[src/hw/rtl/mdf_pkg.sv]
`timescale 1ns / 1ps

package mdf_pkg;

  localparam int StoreDepthDefault = 64;

  localparam logic [2:0] VERDICT_SELF  = 3'd0;
  localparam logic [2:0] VERDICT_LOOP  = 3'd1;
  localparam logic [2:0] VERDICT_TTL   = 3'd2;
  localparam logic [2:0] VERDICT_DUP   = 3'd3;
  localparam logic [2:0] VERDICT_FWD   = 3'd4;
  localparam logic [2:0] VERDICT_UPPER = 3'd5;

  localparam logic CMD_PACKET = 1'b0;
  localparam logic CMD_CLEAN  = 1'b1;

  // multiply by ceil(2^17/3) and keep the top bits: exact floor(n/3) for 16-bit n
  localparam logic [32:0] DIV3_RECIP = 33'h0AAAB;
  localparam int          DIV3_SHIFT = 17;

  typedef enum logic {
    ST_IDLE,
    ST_SEARCH
  } state_t;

  // search token travelling down the cell chain
  typedef struct packed {
    logic token;
    logic hit;
  } link_t;

endpackage

[src/hw/rtl/mdf_cell.sv]
`timescale 1ns / 1ps

module mdf_cell #(
  parameter int INDEX = 0,
  parameter int CNT_W = 7
) (
  input  logic            clk,
  input  logic            rst,
  input  logic            shift_en,
  input  logic [31:0]     sig_in,
  output logic [31:0]     sig_out,
  input  logic [CNT_W-1:0] count,
  input  logic [31:0]     query_sig,
  input  mdf_pkg::link_t  link_in,
  output mdf_pkg::link_t  link_out
);

  logic [31:0]    sig;
  mdf_pkg::link_t link;
  logic           valid;

  // cells are in age order, youngest at index zero
  assign valid = (count > CNT_W'(INDEX));

  always_ff @(posedge clk) begin
    if (shift_en) begin
      sig <= sig_in;
    end
  end

  always_ff @(posedge clk) begin
    if (rst) begin
      link <= '0;
    end else begin
      link.token <= link_in.token;
      link.hit   <= link_in.hit | (link_in.token & valid & (sig == query_sig));
    end
  end

  assign sig_out  = sig;
  assign link_out = link;

endmodule

[src/hw/rtl/multicast_duplicate_filter.sv]
`timescale 1ns / 1ps
// packet beat: discards on self, loop or zero ttl give the result in the cycle after start
// otherwise launch is registered and the lookup token walks the cell chain, done registered at its end
// no new packet is accepted until that walk ends; a clean tick updates count, leaves busy low, no done
// busy is high while a lookup runs; the result strobe done lasts one cycle, no stall
// rst (synchronous) empties the store and clears local_addr

module multicast_duplicate_filter #(
  parameter int STORE_DEPTH = mdf_pkg::StoreDepthDefault
) (
  input  logic        clk,
  input  logic        rst,
  input  logic        start,
  output logic        busy,
  input  logic        command,
  input  logic [31:0] src_addr,
  input  logic [31:0] dst_addr,
  input  logic [7:0]  ttl_in,
  input  logic [3:0]  in_iface,
  input  logic [31:0] packet_signature,
  input  logic        cfg_we,
  input  logic [31:0] cfg_data,
  output logic        done,
  output logic [2:0]  verdict,
  output logic [7:0]  ttl_out,
  output logic [3:0]  out_iface
);

  localparam int CNT_W = $clog2(STORE_DEPTH + 1);

  mdf_pkg::state_t state, state_next;
  logic [CNT_W-1:0] count, count_next;
  logic [31:0]      local_addr;
  logic             launch, launch_next;
  logic [31:0]      q_sig;
  logic             q_mcast;
  logic [7:0]       q_ttl;
  logic [3:0]       q_iface;
  logic             done_next;
  logic [2:0]       verdict_next;
  logic [7:0]       ttl_out_next;
  logic [3:0]       out_iface_next;
  logic             accept;
  logic             shift_en;
  logic [15:0]      cnt_wide;
  logic [32:0]      prod;
  logic [CNT_W-1:0] drop;

  mdf_pkg::link_t   links [STORE_DEPTH+1];
  logic [31:0]      sigs  [STORE_DEPTH+1];

  assign links[0] = '{token: launch, hit: 1'b0};
  assign sigs[0]  = q_sig;

  for (genvar i = 0; i < STORE_DEPTH; i++) begin : g_cell
    mdf_cell #(
      .INDEX (i),
      .CNT_W (CNT_W)
    ) u_cell (
      .clk       (clk),
      .rst       (rst),
      .shift_en  (shift_en),
      .sig_in    (sigs[i]),
      .sig_out   (sigs[i+1]),
      .count     (count),
      .query_sig (q_sig),
      .link_in   (links[i]),
      .link_out  (links[i+1])
    );
  end

  assign busy   = (state != mdf_pkg::ST_IDLE);
  assign accept = start & ~busy;

  // clean tick drops floor(count / 3) oldest entries
  assign cnt_wide = 16'(count);
  assign prod     = {17'b0, cnt_wide} * mdf_pkg::DIV3_RECIP;
  assign drop     = CNT_W'(prod[32:mdf_pkg::DIV3_SHIFT]);

  always_comb begin
    state_next     = state;
    count_next     = count;
    launch_next    = 1'b0;
    done_next      = 1'b0;
    verdict_next   = verdict;
    ttl_out_next   = 8'd0;
    out_iface_next = 4'd0;
    shift_en       = 1'b0;
    case (state)
      mdf_pkg::ST_IDLE: begin
        if (accept) begin
          if (command == mdf_pkg::CMD_CLEAN) begin
            count_next = count - drop;
          end else if (src_addr == local_addr) begin
            done_next    = 1'b1;
            verdict_next = mdf_pkg::VERDICT_SELF;
          end else if (dst_addr == src_addr) begin
            done_next    = 1'b1;
            verdict_next = mdf_pkg::VERDICT_LOOP;
          end else if (ttl_in == 8'd0) begin
            done_next    = 1'b1;
            verdict_next = mdf_pkg::VERDICT_TTL;
          end else begin
            launch_next = 1'b1;
            state_next  = mdf_pkg::ST_SEARCH;
          end
        end
      end
      mdf_pkg::ST_SEARCH: begin
        if (links[STORE_DEPTH].token) begin
          state_next = mdf_pkg::ST_IDLE;
          done_next  = 1'b1;
          if (links[STORE_DEPTH].hit) begin
            verdict_next = mdf_pkg::VERDICT_DUP;
          end else begin
            // full store: the oldest entry falls off the end of the chain
            shift_en = 1'b1;
            if (count != CNT_W'(STORE_DEPTH)) begin
              count_next = count + CNT_W'(1);
            end
            if (q_mcast) begin
              verdict_next   = mdf_pkg::VERDICT_FWD;
              ttl_out_next   = q_ttl - 8'd1;
              out_iface_next = q_iface;
            end else begin
              verdict_next = mdf_pkg::VERDICT_UPPER;
            end
          end
        end
      end
      default: begin
        state_next = mdf_pkg::ST_IDLE;
      end
    endcase
  end

  always_ff @(posedge clk) begin
    if (rst) begin
      state      <= mdf_pkg::ST_IDLE;
      count      <= '0;
      launch     <= 1'b0;
      done       <= 1'b0;
      local_addr <= 32'd0;
    end else begin
      state  <= state_next;
      count  <= count_next;
      launch <= launch_next;
      done   <= done_next;
      if (cfg_we) begin
        local_addr <= cfg_data;
      end
    end
  end

  always_ff @(posedge clk) begin
    verdict   <= verdict_next;
    ttl_out   <= ttl_out_next;
    out_iface <= out_iface_next;
    if (accept) begin
      q_sig   <= packet_signature;
      q_mcast <= (dst_addr[31:28] == 4'hE);
      q_ttl   <= ttl_in;
      q_iface <= in_iface;
    end
  end

endmodule
[config.mk]
export PLATFORM = sky130hd
export DESIGN_NAME = multicast_duplicate_filter
export DESIGN_NICKNAME = d
export VERILOG_FILES = /design/src/hw/rtl/mdf_pkg.sv /design/src/hw/rtl/mdf_cell.sv /design/src/hw/rtl/multicast_duplicate_filter.sv
export SDC_FILE = /design/constraint.sdc
export NUM_CORES = 2
export LEC_CHECK = 0
export BUFFER_PORTS_ARGS = -buffer_cell sky130_fd_sc_hd__clkbuf_2
export CORE_ASPECT_RATIO = 1.2
export CORE_MARGIN = 1
export CORE_UTILIZATION = 40
export CTS_CLUSTER_SIZE = 28
export DETAILED_ROUTE_END_ITERATION = 6
export PLACE_DENSITY = 0.51
export SLEW_MARGIN = 10
export SYNTH_ARGS = -nofsm -noshare
export SYNTH_HDL_FRONTEND = slang
export SYNTH_SLANG_ARGS = --single-unit
[constraint.sdc]
create_clock -name clk -period 65.7 [get_ports clk]
set_input_delay 9.855 -clock clk [delete_from_list [all_inputs] [get_ports clk]]
set_output_delay 9.855 -clock clk [all_outputs]
set_load 0.005 [all_outputs]
==> out/metrics.cfg <==
[status]
status=finished clean

[pwr]
power.share.combinational_pct=9.2
power_density_mw_per_mm2=29.9
sw_frac_of_total_pct=24.5
ir_drop_mv=0.0234
seqPwrFrac_pct=48.7
p_switching_uw=791
p_int_mw=2.43
p_clk_share_pct=42.1
leakage_nw=33.0

[synthesis]
syn_area_per_cell_um2=15.6
synth_nets=6312
synthFlopType=edfxtp_1
yosysWarnings=0
ys_ff_latch=2278
async_flop_share_pct=0
synth_cell_types=76
synth_edf_count=2096
synth_top_area_share_pct=66.0
synth_top_cell_by_area=edfxtp_1
ys_top_cells_by_area=edfxtp_1 66%, xor2_1 11%, xnor2_1 8.1%, dfxtp_1 3.8%, nor4_1 2.3%
synthCells=6094
ys_seq_area_share_pct=69.9
syn_area_mm2=0.0953

[worst_setup_path]
path_class=flop to output pin
worst_path_max_delay_cell=dfxtp_1
slowest_delay_ns=0.70
crit_buf_inv=1
cp-start-kind=flop
timing.critical_path.max_delay_family=flip-flops
crit_fanout=16
cp-end-kind=output pin
r2r_end=count[6]$_SDFFE_PP0P_
path_cells=clkbuf_2
critPathArrivalTime_ns=1.78
ff2ff_setup_slack_ns=57.90
rr_startpoint=count[6]$_SDFFE_PP0P_
cp.required_ns=55.85
rr_worst_depth=30

[timing]
period_needed_ns=11.63
hold_viol=0
tightest_slew_ns=1.20
rsz0062_at_grt=false
tns_ns=0
setup-violations-final=0
max_freq_mhz=86.0
slew_viol_final=0
relSlewSlack_pct=20.0
finalCritPeriodShare_pct=17.7
skew_ns=0.0651

[placed_design]
portBuffers=161
dpl.hpwl_um=198000
place.gp.congestion=0.854
place_area_mm2=0.100

[min_path]
hold_depth=2
hold_path_startpoint=g_cell[21].u_cell.link_out[0]$_SDFF_PP0_
worstHoldEndpoint=g_cell[22].u_cell.link_out[0]$_SDFF_PP0_
min_path_type=flop to flop

[global_routing]
grt_max_degree=190
antenna_found_initial=10
grt_pass1_wl_um=418000
overflow=0
grt_pass1_vias=53400
grt_usage_pct=24.9

[final_layout]
fin_area_mm2=0.108
multi_input_area_mm2=0.0274
area.sequential_mm2=0.0666
fin_nets=6561
fill_cells=20800
area_growth_pct=13.1
drive_gt1_share_pct=9.86

[clock_network]
clock_latency_ns=0.91
cts_buffers=239
holdBufCountCts=0
clock-sinks=2278
clk_pin_slew_worst_paths_ns=0.06
cts_root_buf=clkbuf_16
cts_resized=0
cts_max_path_buffers=4
postCtsSetupRepairBufs=0
cts_tree=done
htreeDepth=4

[die]
core.rowCount=195
initial_core_util_pct=40.4
dieArea_mm2=0.240
core_area_mm2=0.236
die_w_um=448
ios=162
die_h_um=537

[routing]
wl_per_cell_um=31.1
ant_nets=0
drc_errors=0
drt_iter0_markers=4811
vias=52000
wirelength_um=302000
vias_per_cell=5.36
firstDrtPassIters=6

[job]
cap_viol_max_count=0

area by class of cell:
type | instances | share of cell area [%]
Sequential cell | 2278 | 61.8
Multi-Input combinational cell | 3493 | 25.4
Clock buffer | 303 | 5.92
Tap cell | 3152 | 3.66
Timing Repair Buffer | 273 | 1.80
Clock inverter | 137 | 1.23
Inverter | 58 | 0.202
Antenna cell | 4 | 0.00929
cell families after synthesis:
kind of cell	Yosys count	share of synthesized area, %
AOI/OAI and AO/OA	243	1.76
DFF	2278	69.9
muxes	37	0.394
buffers and inverters	323	1.44
and+or+nand+nor	1035	6.12
adders and majority gates	73	1.05
xor gates and xnor gates	2105	19.4
flip-flops by register name, summed over array words and instances (netlist names), 3 cells and up:
name / cells
out_iface: 4
g_cell.u_cell.sig_out: 2048
q_iface: 4
local_addr: 32
q_ttl: 8
q_sig: 32
ttl_out: 8
g_cell.u_cell.link_out: 128
verdict: 3
count: 7
placed cells by master (no fill, tap or decap), drive strengths merged, types with 45 or more instances in the layout:
master	count
a21oi	70
xor2	1222
nor2b	75
nor4	351
xnor2	883
nor2	165
ha	61
nand4	249
edfxtp	2096
clkbuf	464
nand3	55
nand2	59
clkinv	107
inv	61
o21ai	45
nor3	49
buf	112
dfxtp	182
cell usage after synthesis (5+ instances only):
library cell / n
ha_1: 61
o221ai_1: 5
o2111ai_1: 27
nand2_1: 59
nand3_1: 54
a21oi_1: 70
and2_1: 10
xor2_1: 1221
nand2b_1: 7
inv_1: 56
o21ai_0: 40
buf_1: 82
fa_1: 12
nor2b_1: 75
a31oi_1: 22
nand4_1: 249
a41oi_1: 14
xnor2_1: 883
clkbuf_1: 77
nor2_1: 163
dfxtp_1: 182
mux2i_1: 36
buf_2: 101
o211ai_1: 11
a2111oi_0: 8
edfxtp_1: 2096
nor3_1: 48
nor4_1: 351
worst max path at each step:
stage,startpoint,end,slack (ns),cells past startpoint
after floorplan,busy$_SDFF_PP0_,g_cell[0].u_cell.sig_out[0]$_DFFE_PP_,16.21,2
after global placement,start,count[6]$_SDFFE_PP0P_,53.19,10
after detailed placement,start,count[6]$_SDFFE_PP0P_,53.23,10
after CTS,busy$_SDFF_PP0_,busy,53.97,1
after global routing,busy$_SDFF_PP0_,busy,53.95,1
final,busy$_SDFF_PP0_,busy,54.07,1
layer usage:
metal | routed length, µm | global-route usage, % | vias to the layer above | share of wire [%]
li1 | - | - | 22800 | -
met4 | 10900 | 8.43 | 4 | 3.6
met3 | 14500 | 3.05 | 494 | 4.8
met1 | 120000 | 31.1 | 27100 | 40
met2 | 156000 | 44.3 | 1704 | 52
met5 | 21 | 0 | - | 0.0070
power groups by stage:
stage               clock network [mW]  registers (mW)  logic, mW
floorplan                            0            1.60      0.166
CTS                               1.38            1.57      0.296
detailed placement                   0            1.60      0.295
finish                            1.36            1.57      0.297
global route                      1.43            1.57      0.313
global placement                     0            1.60      0.294
worst register-to-register path, delay by kind of cell, from the launching register on:
family,cells,cell delay [ns]
buffers and inverters,6,1.62
xor gates and xnor gates,2,0.30
AOI/OAI and AO/OA,9,2.29
DFF,1,0.31
adders and majority gates,7,2.37
and+or+nand+nor,4,0.37
muxes,2,0.43
metrics by stage:
stage                     cells  worst slack [ns]  power (mW)  hold WS (ns)  util, %
after floorplan            6094             16.21        1.76         0.413        -
after global placement     9254             53.19        1.90         0.422     42.4
after detailed placement   9254             53.23        1.90         0.425     42.4
after CTS                  9694             53.97        3.25         0.396     45.7
after global routing       9695             53.95        3.31         0.420     45.7
final                      9698             54.07        3.22         0.416     45.7
(Power assumes the default switching activity.)
